### config.mk
export PLATFORM = sky130hd
export DESIGN_NAME = neighbor_list_with_values_core
export DESIGN_NICKNAME = d
export VERILOG_FILES = /design/src/design/nlv_pkg.sv /design/src/design/nlv_ctrl.sv /design/src/design/nlv_datapath.sv /design/src/design/neighbor_list_with_values_core.sv
export SDC_FILE = /design/constraint.sdc
export NUM_CORES = 1
export LEC_CHECK = 0
export BUFFER_PORTS_ARGS = -buffer_cell sky130_fd_sc_hd__buf_2
export CORE_MARGIN = 2
export CORE_UTILIZATION = 30
export DETAILED_ROUTE_END_ITERATION = 12
export PLACE_DENSITY_LB_ADDON = 0.15
export SLEW_MARGIN = 20
export SYNTH_ARGS = -nofsm -noshare
export SYNTH_HDL_FRONTEND = slang
export SYNTH_SLANG_ARGS = --single-unit
### constraint.sdc
create_clock -name clk -period 5.27 [get_ports clk]
set_clock_uncertainty 0.05 [all_clocks]
set_input_delay 0.7905 -clock clk [delete_from_list [all_inputs] [get_ports clk]]
set_output_delay 0.7905 -clock clk [all_outputs]
set_load 0.02 [all_outputs]
### src/design/nlv_pkg.sv
// Shared types and constants for the neighbor list block.
package nlv_pkg;

  // Default sizes
  localparam int CAPACITY_DEF   = 16;
  localparam int VALUE_BITS_DEF = 16;

  // Result limits
  localparam int SUM_MAX   = 524287;
  localparam int SUM_MIN   = -524288;
  localparam int COUNT_MAX = 31;

  typedef enum logic [1:0] {
    CMD_ADD    = 2'd0,
    CMD_REMOVE = 2'd1,
    CMD_LOOKUP = 2'd2,
    CMD_CLEAR  = 2'd3
  } cmd_e;

  typedef enum logic [1:0] {
    ST_OK        = 2'd0,
    ST_FULL      = 2'd1,
    ST_NOT_FOUND = 2'd2,
    ST_ZERO_ID   = 2'd3
  } status_e;

  typedef struct packed {
    cmd_e               command;
    logic [7:0]         entry_id;
    logic signed [15:0] in_x;
    logic signed [15:0] in_y;
  } request_t;

  typedef struct packed {
    status_e            status;
    logic               is_present;
    logic [4:0]         entry_count;
    logic signed [19:0] sum_x;
    logic signed [19:0] sum_y;
  } result_t;

  typedef enum logic [2:0] {
    S_IDLE,
    S_SCAN_RD,
    S_SCAN_CHK,
    S_SHIFT_RD,
    S_SHIFT_WR,
    S_APPLY,
    S_RESULT
  } state_e;

  // Controller to datapath
  typedef struct packed {
    logic load;
    logic rd_en;
    logic rd_next;
    logic mark_found;
    logic idx_inc;
    logic wr_shift;
    logic apply;
  } ctrl_cmd_t;

  // Datapath to controller
  typedef struct packed {
    logic scan_end;
    logic hit;
    logic shift_end;
    logic is_remove;
  } ctrl_status_t;

endpackage

### src/design/nlv_ctrl.sv
// Sequencer for scan, shift and commit of one request.
module nlv_ctrl (
  input  logic                  clk,
  input  logic                  rst,
  input  logic                  start,
  input  nlv_pkg::ctrl_status_t st,
  output nlv_pkg::ctrl_cmd_t    cmd,
  output logic                  busy,
  output logic                  done
);
  import nlv_pkg::*;

  state_e state, state_next;

  // State register
  always_ff @(posedge clk) begin
    if (rst) begin
      state <= S_IDLE;
    end else begin
      state <= state_next;
    end
  end

  // Next state and commands
  always_comb begin
    state_next = state;
    cmd        = '0;
    unique case (state)
      S_IDLE: begin
        if (start) begin
          cmd.load   = 1'b1;
          state_next = S_SCAN_RD;
        end
      end
      S_SCAN_RD: begin
        if (st.scan_end) begin
          state_next = S_APPLY;
        end else begin
          cmd.rd_en  = 1'b1;
          state_next = S_SCAN_CHK;
        end
      end
      S_SCAN_CHK: begin
        if (st.hit) begin
          cmd.mark_found = 1'b1;
          state_next     = st.is_remove ? S_SHIFT_RD : S_APPLY;
        end else begin
          cmd.idx_inc = 1'b1;
          state_next  = S_SCAN_RD;
        end
      end
      S_SHIFT_RD: begin
        if (st.shift_end) begin
          state_next = S_APPLY;
        end else begin
          cmd.rd_en   = 1'b1;
          cmd.rd_next = 1'b1;
          state_next  = S_SHIFT_WR;
        end
      end
      S_SHIFT_WR: begin
        cmd.wr_shift = 1'b1;
        state_next   = S_SHIFT_RD;
      end
      S_APPLY: begin
        cmd.apply  = 1'b1;
        state_next = S_RESULT;
      end
      S_RESULT: begin
        state_next = S_IDLE;
      end
      default: begin
        state_next = S_IDLE;
      end
    endcase
  end

  assign busy = (state != S_IDLE);
  assign done = (state == S_RESULT);

endmodule

### src/design/nlv_datapath.sv
// Entry memory, scan index, count and running sums.
module nlv_datapath #(
  parameter int CAPACITY   = nlv_pkg::CAPACITY_DEF,
  parameter int VALUE_BITS = nlv_pkg::VALUE_BITS_DEF
) (
  input  logic                  clk,
  input  logic                  rst,
  input  nlv_pkg::request_t     request,
  input  nlv_pkg::ctrl_cmd_t    cmd,
  output nlv_pkg::ctrl_status_t st,
  output nlv_pkg::result_t      result
);
  import nlv_pkg::*;

  localparam int KEEP_BITS = (VALUE_BITS < 16) ? VALUE_BITS : 16;
  localparam int AW        = $clog2(CAPACITY);
  localparam int CNT_W     = $clog2(CAPACITY + 1);
  localparam int SUM_W     = KEEP_BITS + $clog2(CAPACITY) + 1;
  localparam int CW        = SUM_W + 20;
  localparam int OW        = CNT_W + 5;

  localparam logic signed [CW-1:0] LIM_HI = CW'(SUM_MAX);
  localparam logic signed [CW-1:0] LIM_LO = CW'(SUM_MIN);

  typedef struct packed {
    logic [7:0]                  id;
    logic signed [KEEP_BITS-1:0] x;
    logic signed [KEEP_BITS-1:0] y;
  } row_t;

  row_t                    mem [CAPACITY];
  row_t                    rdata;
  request_t                req;
  logic [CNT_W-1:0]        idx;
  logic [CNT_W-1:0]        count;
  logic signed [SUM_W-1:0] sum_x;
  logic signed [SUM_W-1:0] sum_y;
  logic                    found;
  logic signed [KEEP_BITS-1:0] rem_x;
  logic signed [KEEP_BITS-1:0] rem_y;
  status_e                 status_q;

  logic signed [KEEP_BITS-1:0] keep_x;
  logic signed [KEEP_BITS-1:0] keep_y;
  logic [CNT_W:0]          idx_p1;
  logic [AW-1:0]           raddr;
  logic                    we;
  logic [AW-1:0]           waddr;
  row_t                    wdata;
  logic                    zero_id;
  logic                    is_full;
  logic                    add_ok;

  assign keep_x  = req.in_x[KEEP_BITS-1:0];
  assign keep_y  = req.in_y[KEEP_BITS-1:0];
  assign idx_p1  = {1'b0, idx} + (CNT_W + 1)'(1);
  assign zero_id = (req.entry_id == 8'd0);
  assign is_full = (count >= CNT_W'(CAPACITY));
  assign add_ok  = cmd.apply && (req.command == CMD_ADD) && !zero_id && !is_full;

  // Status toward the controller
  assign st.scan_end  = zero_id || (idx >= count);
  assign st.hit       = (rdata.id == req.entry_id);
  assign st.shift_end = (idx_p1 >= {1'b0, count});
  assign st.is_remove = (req.command == CMD_REMOVE);

  // Pick read and write addresses
  assign raddr = cmd.rd_next ? idx_p1[AW-1:0] : idx[AW-1:0];
  assign we    = cmd.wr_shift || add_ok;
  assign waddr = cmd.wr_shift ? idx[AW-1:0] : count[AW-1:0];
  always_comb begin
    if (cmd.wr_shift) begin
      wdata = rdata;
    end else begin
      wdata.id = req.entry_id;
      wdata.x  = keep_x;
      wdata.y  = keep_y;
    end
  end

  // Entry memory
  always_ff @(posedge clk) begin
    if (we) begin
      mem[waddr] <= wdata;
    end
    if (cmd.rd_en) begin
      rdata <= mem[raddr];
    end
  end

  // Latch request, step index, remember match
  always_ff @(posedge clk) begin
    if (cmd.load) begin
      req   <= request;
      idx   <= '0;
      found <= 1'b0;
    end else if (cmd.mark_found) begin
      found <= 1'b1;
      rem_x <= rdata.x;
      rem_y <= rdata.y;
    end else if (cmd.idx_inc || cmd.wr_shift) begin
      idx <= idx_p1[CNT_W-1:0];
    end
  end

  // Commit the request to count, sums and status
  always_ff @(posedge clk) begin
    if (rst) begin
      count <= '0;
      sum_x <= '0;
      sum_y <= '0;
    end else if (cmd.apply) begin
      if (req.command == CMD_CLEAR) begin
        status_q <= ST_OK;
        count    <= '0;
        sum_x    <= '0;
        sum_y    <= '0;
      end else if (zero_id) begin
        status_q <= ST_ZERO_ID;
      end else begin
        unique case (req.command)
          CMD_ADD: begin
            if (is_full) begin
              status_q <= ST_FULL;
            end else begin
              status_q <= ST_OK;
              count    <= count + CNT_W'(1);
              sum_x    <= sum_x + SUM_W'(keep_x);
              sum_y    <= sum_y + SUM_W'(keep_y);
            end
          end
          CMD_REMOVE: begin
            if (!found) begin
              status_q <= ST_NOT_FOUND;
            end else begin
              status_q <= ST_OK;
              count    <= count - CNT_W'(1);
              sum_x    <= sum_x - SUM_W'(rem_x);
              sum_y    <= sum_y - SUM_W'(rem_y);
            end
          end
          CMD_LOOKUP: begin
            status_q <= found ? ST_OK : ST_NOT_FOUND;
          end
          CMD_CLEAR: begin
            status_q <= ST_OK;
          end
          default: begin
            status_q <= ST_OK;
          end
        endcase
      end
    end
  end

  // Saturate reported values
  logic signed [CW-1:0] wide_x;
  logic signed [CW-1:0] wide_y;
  logic [OW-1:0]        cnt_wide;

  assign wide_x   = CW'(sum_x);
  assign wide_y   = CW'(sum_y);
  assign cnt_wide = OW'(count);

  always_comb begin
    result.status      = status_q;
    result.is_present  = found;
    result.entry_count = (cnt_wide > OW'(COUNT_MAX)) ? 5'(COUNT_MAX) : cnt_wide[4:0];
    if (wide_x > LIM_HI) begin
      result.sum_x = 20'(SUM_MAX);
    end else if (wide_x < LIM_LO) begin
      result.sum_x = 20'(SUM_MIN);
    end else begin
      result.sum_x = wide_x[19:0];
    end
    if (wide_y > LIM_HI) begin
      result.sum_y = 20'(SUM_MAX);
    end else if (wide_y < LIM_LO) begin
      result.sum_y = 20'(SUM_MIN);
    end else begin
      result.sum_y = wide_y[19:0];
    end
  end

endmodule

### src/design/neighbor_list_with_values_core.sv
// Top level of the packed neighbor list with per-entry x and y values.
//
// Request channel: drive request and raise start; the request is taken at a
// clock edge where start is high and busy is low. Commands are add (append at
// the first free slot), remove (delete first match, shift later entries down),
// lookup and clear. Entry id zero is rejected for all but clear.
// Result channel: done is high for exactly one cycle while result holds the
// status, membership flag, entry count and saturated x and y sums. The
// receiver has no way to stall; it must take the result in that cycle.
// Sequencing: entries are kept in a memory with one read and one write port,
// visited one at a time. The scan reads each entry (address, then compare)
// until a match or the end of the list; a remove then shifts each later entry
// down with a read and a write. The request is taken in the idle state, and
// the commit and result states close it.
// busy stays high from the accepted request through the done cycle.
// Reset empties the list and zeroes the sums at once; no clearing pass.
module neighbor_list_with_values_core #(
  parameter int CAPACITY   = nlv_pkg::CAPACITY_DEF,
  parameter int VALUE_BITS = nlv_pkg::VALUE_BITS_DEF
) (
  input  logic              clk,
  input  logic              rst,
  input  logic              start,
  input  nlv_pkg::request_t request,
  output logic              busy,
  output logic              done,
  output nlv_pkg::result_t  result
);
  import nlv_pkg::*;

  ctrl_cmd_t    cmd;
  ctrl_status_t st;

  // Sequencer
  nlv_ctrl u_ctrl (
    .clk   (clk),
    .rst   (rst),
    .start (start),
    .st    (st),
    .cmd   (cmd),
    .busy  (busy),
    .done  (done)
  );

  // Storage and arithmetic
  nlv_datapath #(
    .CAPACITY   (CAPACITY),
    .VALUE_BITS (VALUE_BITS)
  ) u_datapath (
    .clk     (clk),
    .rst     (rst),
    .request (request),
    .cmd     (cmd),
    .st      (st),
    .result  (result)
  );

endmodule

-- After elaboration in Yosys (flattened, before gate mapping)
Memories as Yosys holds them, arrays and structs flattened. A register that Yosys moved wholly into a read port is not among the register bits.
Cells that the tools add are included.
- bits in registers: 132
- RAM bits: 640
- input bits: 45
- output and inout bits: 50
- logic and storage cells: 110
- memories kept: 1
- add/subtract/negate cells: 7
- magnitude comparators: 8
- equality and inequality tests: 14
- mux-type cells: 46
- bitwise logic cells: 3
- reductions and logical operators: 18
- memory list (name ; words ; bits a word ; rd ports ; clocked after Yosys merged registers in ; write ports ; line ; source):
    u_datapath.mem ; 16 ; 40 ; 1 ; 1 ; 1 ; nlv_datapath.sv:31 ; row_t mem [CAPACITY];
- operators by type and width (cell ; number):
    $mux 21 ; 8
    $pmux 21 s2 ; 2
    $mux 20 ; 4
    $add 21x16->21 ; 2
    $gt 21x20->1 const B ; 2
    $lt 21x20->1 const B ; 2
    $sub 21x16->21 ; 2
    $mux 40 ; 1
    $mux 5 ; 5
    $pmux 3 s6 ; 1
    $mux 1 ; 12
    $mux 3 ; 4
    $pmux 5 s2 ; 1
    $eq 3x3->1 const B ; 3
    $eq 8x8->1 ; 1
    $logic_not 8->1 ; 1
    $mux 2 ; 4
    $mux 4 ; 2
    $add 5x1->6 const B ; 1
    $eq 3x2->1 const B ; 2
    $ge 6x5->1 ; 1
    $reduce_and 2->1 ; 3
    $reduce_bool 3->1 ; 2
    $add 5x1->5 const B ; 1
    other kinds (20) ; 29

-- Depth between registers and ports, before layout
- word-level depth: 8
- depth in mapped cells: 19

-- Modules after synthesis
From an unflattened synthesis, not the netlist that was laid out.
- cell total of the unflattened synthesis: 2119
- area, all modules: 34619.5 sq um
- modules (own cells, without submodules) (module ; instances ; cells each ; area an instance (sq um) ; seq. area each (sq um)):
    nlv_datapath ; 1 ; 2085 ; 34363.0 ; 23762.8
    nlv_ctrl ; 1 ; 34 ; 256.5 ; 60.1

-- Worst setup path before layout
Ideal clock, no wire load.
- kind: register to register
- start: reg u_datapath.req[41] (netlist name)
- end: reg u_datapath.sum_x[20]
- setup time: 0.130 ns
- data arrival time: 4.020 ns
- required time: 5.090 ns
- setup slack: 1.070 ns
- stages on the path, launching flop included: 19
- cells stage by stage: edfxtp_1 > inv_1 > ha_1 > clkbuf_1 > clkbuf_1 > buf_1 > clkbuf_1 > o21ai_0 > ha_1 > fa_1 > nor2b_1 > o31a_1 > o21ba_2 > o2111ai_1 > a41oi_1 > o21ai_0 > mux2i_1 > a211oi_1 > o31ai_1
- word-level cells in the longest chain between the ends: 4
- elaborated cells on any way between the ends: 11
- classes of those cells: 5 x eq/ne; 3 x mux; 3 x reduce/logical
- ends and longest elaborated chain (item ; line ; source):
    start, declared ; nlv_datapath.sv:33 ; request_t req;
    start signal, assigned ; nlv_datapath.sv:94 ; req <= request;
    $eq 2x1->1 / $logic_not 2->1 (equally long branches) ; nlv_datapath.sv:121 ; unique case (req.command)
    $pmux 21 s2 ; nlv_datapath.sv:121 ;
    $mux 21 ; nlv_datapath.sv:118 ; end else if (zero_id) begin
    $mux 21 ; nlv_datapath.sv:113 ; if (req.command == CMD_CLEAR) begin
    end signal, assigned ; nlv_datapath.sv:128 ; sum_x <= sum_x + SUM_W'(keep_x);
    end signal, assigned ; nlv_datapath.sv:138 ; sum_x <= sum_x - SUM_W'(rem_x);
    end, declared ; nlv_datapath.sv:36 ; logic signed [SUM_W-1:0] sum_x;
Parallel ways exist; a longest one is shown, timed or not. The select of a mux whose other input is x is not followed.
A chain may end at the register's enable or synchronous reset.

-- Worst setup path in the final report
- start: reg u_datapath.idx[0]
- end: reg, netlist name u_datapath.rdata[8]
- word-level cells in the longest chain between the ends: 5
- elaborated cells on any way between the ends: 9
- classes of those cells: 1 x add/sub; 2 x order compare; 5 x mux; 1 x reduce/logical
- ends and longest elaborated chain (item ; line ; source):
    start, declared ; nlv_datapath.sv:34 ; logic [CNT_W-1:0] idx;
    start signal, assigned ; nlv_datapath.sv:102 ; idx <= idx_p1[CNT_W-1:0];
    $add 5x1->6 (*) ; nlv_datapath.sv:56 ; assign idx_p1 = {1'b0, idx} + (CNT_W + 1)'(1);
    via u_datapath.idx_p1[2] ; nlv_datapath.sv:45 ; logic [CNT_W:0] idx_p1;
    $ge 6x5->1 ; nlv_datapath.sv:64 ; assign st.shift_end = (idx_p1 >= {1'b0, count});
    $mux 2 ; nlv_ctrl.sv:53 ; if (st.shift_end) begin
    $mux 1 ; nlv_ctrl.sv:28 ; unique case (state)
    $mux 4 ; nlv_datapath.sv:68 ; assign raddr = cmd.rd_next ? idx_p1[AW-1:0] : idx[AW-1:0];
The timed path passes the listed nets; every way through them passes the cells marked *.

==> flow_metrics.tcl <==
set metrics [dict create \
    postCtsSetupBuffers 0 \
    placed_cell_area_um2 37080 \
    finish.instance_area_um2 39850 \
    peakVddDrop_mv 0.2623 \
    clk_pin_slew_worst_paths_ps 60 \
    cp_cell_sequence "ha_1 > xnor2_1 > inv_1 > ha_1 > o21ai_0 > a21o_1 > nand3_1 > buf_4 > o21ai_4 > buf_4 > a32oi_1 > nand4_1 > o21ai_0" \
    gr-usage-all-layers_pct 16.81 \
    hold_viol 0 \
    routed_wl_um 99360 \
    clk_path_buf_depth 3 \
    slew_headroom_pct 25.36 \
    yosys_register_bits 812 \
    post-synth-top-area-cell "edfxtp_1" \
    grt_pass1_vias 21550 \
    synth_fa_ha_area_share_pct 2.399 \
    mostFrequentLayoutCells "756 x edfxtp_1, 602 x nand2_1, 250 x nand3_1" \
    htreeDepth 3 \
    num_rows 124 \
    cap_violations 0 \
    utilization_pct 34.99 \
    dieHeight_um 342.2 \
    crit_path_max_fanout 13 \
    avgSynthCellArea_um2 12.45 \
    cts_tree "yes" \
    synth-compound-area-share_pct 5.695 \
    worstHoldPathType "in2reg" \
    die_area_um2 117100 \
    max_freq_mhz 230.0 \
    arrival_ps 4670 \
    synth_edf_count 756 \
    synth_xor_xnor_area_share_pct 1.812 \
    portBuffers 94 \
    crit_path_end_kind "flip-flop" \
    fin_crit_ps 4347 \
    cts_resized 0 \
    fillCellCount 11150 \
    ioPinCount 95 \
    path_class "reg2reg" \
    powerDensity_nw_per_um2 429.5 \
    crit_required_ps 5590 \
    viasPerCell 4.965 \
    finalCritPeriodShare_pct 82.49 \
    synth-seq-area-share_pct 69.42 \
    grt_pass1_wl_um 145500 \
    drt-initial-drc-count 1925 \
    wl_per_cell_um 22.39 \
    grt_setup_unrepaired "false" \
    syn_area_um2 34320 \
    crit_slowest_cell "o21ai_4" \
    start_util_pct 30.13 \
    setup_viol 0 \
    ys.warnings.count 0 \
    ant_nets 0 \
    route.detailed.drc 0 \
    synth_top_family_by_area "simple AND/OR/NAND/NOR gates" \
    syn_inst 2756 \
    slew_viol_final 0 \
    syn_nets 2865 \
    cts.sinks 812 \
    setup_tns_ps 0 \
    coreArea_um2 113900 \
    cts_hold_buffers 0 \
    antenna_found_initial 1 \
    cts_made_buffers 90 \
    slowest_delay_ps 690 \
    routabilityCongestion 0.7834 \
    grt_use_met1_pct 23.11 \
    synth_top_area_share_pct 66.15 \
    ys.flop_type "edfxtp_1" \
    vias 22030 \
    grt_use_met3_pct 2.413 \
    insertion_delay_ps 650 \
    synthMuxAreaShare_pct 2.530 \
    p_leak_uw 0.01384 \
    die_x_um 342.2 \
    area_growth_pct 16.12 \
    layout.nets 2968 \
    busiest_layer "met2" \
    synthSimpleGateAreaFrac_pct 16.01 \
    drive_gt1_share_pct 12.79 \
    ys_types 64 \
    path_delay_family "compound AO/OA/AOI/OAI gates" \
    worst_pin_slew_ps 1117 \
    layout_commonest_cell "edfxtp_1" \
    root_buffer "clkbuf_16" \
    dp_hpwl_um 56760 \
    yosys-top-cells-area "edfxtp_1 66%, nand2_1 6.6%, nand3_1 3.6%, dfxtp_1 3.3%, ha_1 2.2%" \
    gr-usage-met2_pct 27.81 \
    worstSetupStartpointType "flip-flop" \
    grt_overflow 0 \
    grt_start_max_net_pins 81 \
    async_flop_share_pct 0 \
    status "finished clean" \
    path_buf_inv 3 \
    antenna_cells 0 \
    firstDrtPassIters 5 \
]
==> worst paths after layout <==
| kind | endpoint | from | slack [ps] | cells after the start |
|---|---|---|---|---|
| min | u_datapath.req[35]$_DFFE_PP_ | request[35] | 260 | 1 |
| min reg2reg | u_datapath.rem_x[15]$_DFFE_PP_ | u_datapath.rdata[31]$_DFFE_PP_ | 400 | 0 |
| max reg2reg | u_datapath.rdata[8]$_DFFE_PP_ | u_datapath.idx[0]$_SDFFE_PP0P_ | 920 | 13 |
| max | u_datapath.rdata[8]$_DFFE_PP_ | u_datapath.idx[0]$_SDFFE_PP0P_ | 920 | 13 |
==> registers in the layout, indices dropped and copies added, names as in the netlist <==
signal               count
u_datapath.rem_x        16
u_datapath.count         5
u_datapath.idx           5
u_datapath.keep_x       16
u_datapath.sum_y        21
u_datapath.status_q      2
u_datapath.rem_y        16
u_datapath.rdata        40
u_datapath.found         1
u_datapath.sum_x        21
u_ctrl.state             3
u_datapath.mem         640
u_datapath.req          10
u_datapath.keep_y       16
==> kinds of logic after synthesis <==
family | Yosys count
mux | 82
xor+xnor | 71
compound gates | 292
fa+ha+maj | 64
simple gates | 1244
buf+inv | 191
flops | 812
==> power breakdown <==
group          internal [uW]  switching [uW]
Combinational           1130            2410
Clock                   3460            2530
Sequential              7450             130
==> cells in the mapped netlist (3+ instances only) <==
| library cell | instances |
|---|---|
| a211oi_1 | 4 |
| a21boi_0 | 5 |
| a21o_1 | 18 |
| a21oi_1 | 66 |
| a22o_1 | 17 |
| a22oi_1 | 12 |
| a31oi_1 | 7 |
| a32oi_1 | 42 |
| and2_1 | 4 |
| and3_1 | 8 |
| and3b_1 | 3 |
| buf_1 | 6 |
| buf_2 | 9 |
| clkbuf_1 | 142 |
| dfxtp_1 | 56 |
| edfxtp_1 | 756 |
| fa_1 | 3 |
| ha_1 | 61 |
| inv_1 | 33 |
| mux2_2 | 38 |
| mux2i_1 | 44 |
| nand2_1 | 603 |
| nand2b_1 | 14 |
| nand3_1 | 250 |
| nand4_1 | 86 |
| nor2_1 | 185 |
| nor2b_1 | 13 |
| nor3_1 | 32 |
| nor4_1 | 6 |
| o21a_1 | 11 |
| o21ai_0 | 72 |
| o21ai_1 | 3 |
| o31a_1 | 3 |
| o31ai_1 | 7 |
| o41ai_1 | 4 |
| or2_2 | 6 |
| or3_1 | 21 |
| or4_1 | 4 |
| xnor2_1 | 49 |
| xor2_1 | 22 |
==> layer usage <==
layer	vias to the layer above	wire length, um
met2	553	46870
li1	10310	-
met5	-	0
met4	0	1747
met3	113	5208
met1	11050	45540
==> area by class of cell <==
| type | instances | area [um^2] | area share [%] |
|---|---|---|---|
| Sequential cell | 812 | 23820 | 59.79 |
| Inverter | 33 | 123.9 | 0.3109 |
| Clock buffer | 115 | 2410 | 6.048 |
| Clock inverter | 43 | 349.1 | 0.8761 |
| Multi-Input combinational cell | 1753 | 9991 | 25.07 |
| Tap cell | 1512 | 1892 | 4.748 |
| Timing Repair Buffer | 169 | 1259 | 3.159 |
==> stage by stage <==
step | setup slack, ps | std cells | hold WS [ps] | total power [uW]
2_1_floorplan | 1070 | 2756 | 370.4 | 10040
3_3_place_gp | 985.3 | 4279 | 385.7 | 11250
3_5_place_dp | 955.4 | 4279 | 380.3 | 11280
4_1_cts | 936.7 | 4437 | 219.3 | 17310
5_1_grt | 615.3 | 4437 | 234.7 | 17920
6_report | 922.6 | 4437 | 262.9 | 17110
Note: power is estimated with default switching activity, not from simulation.
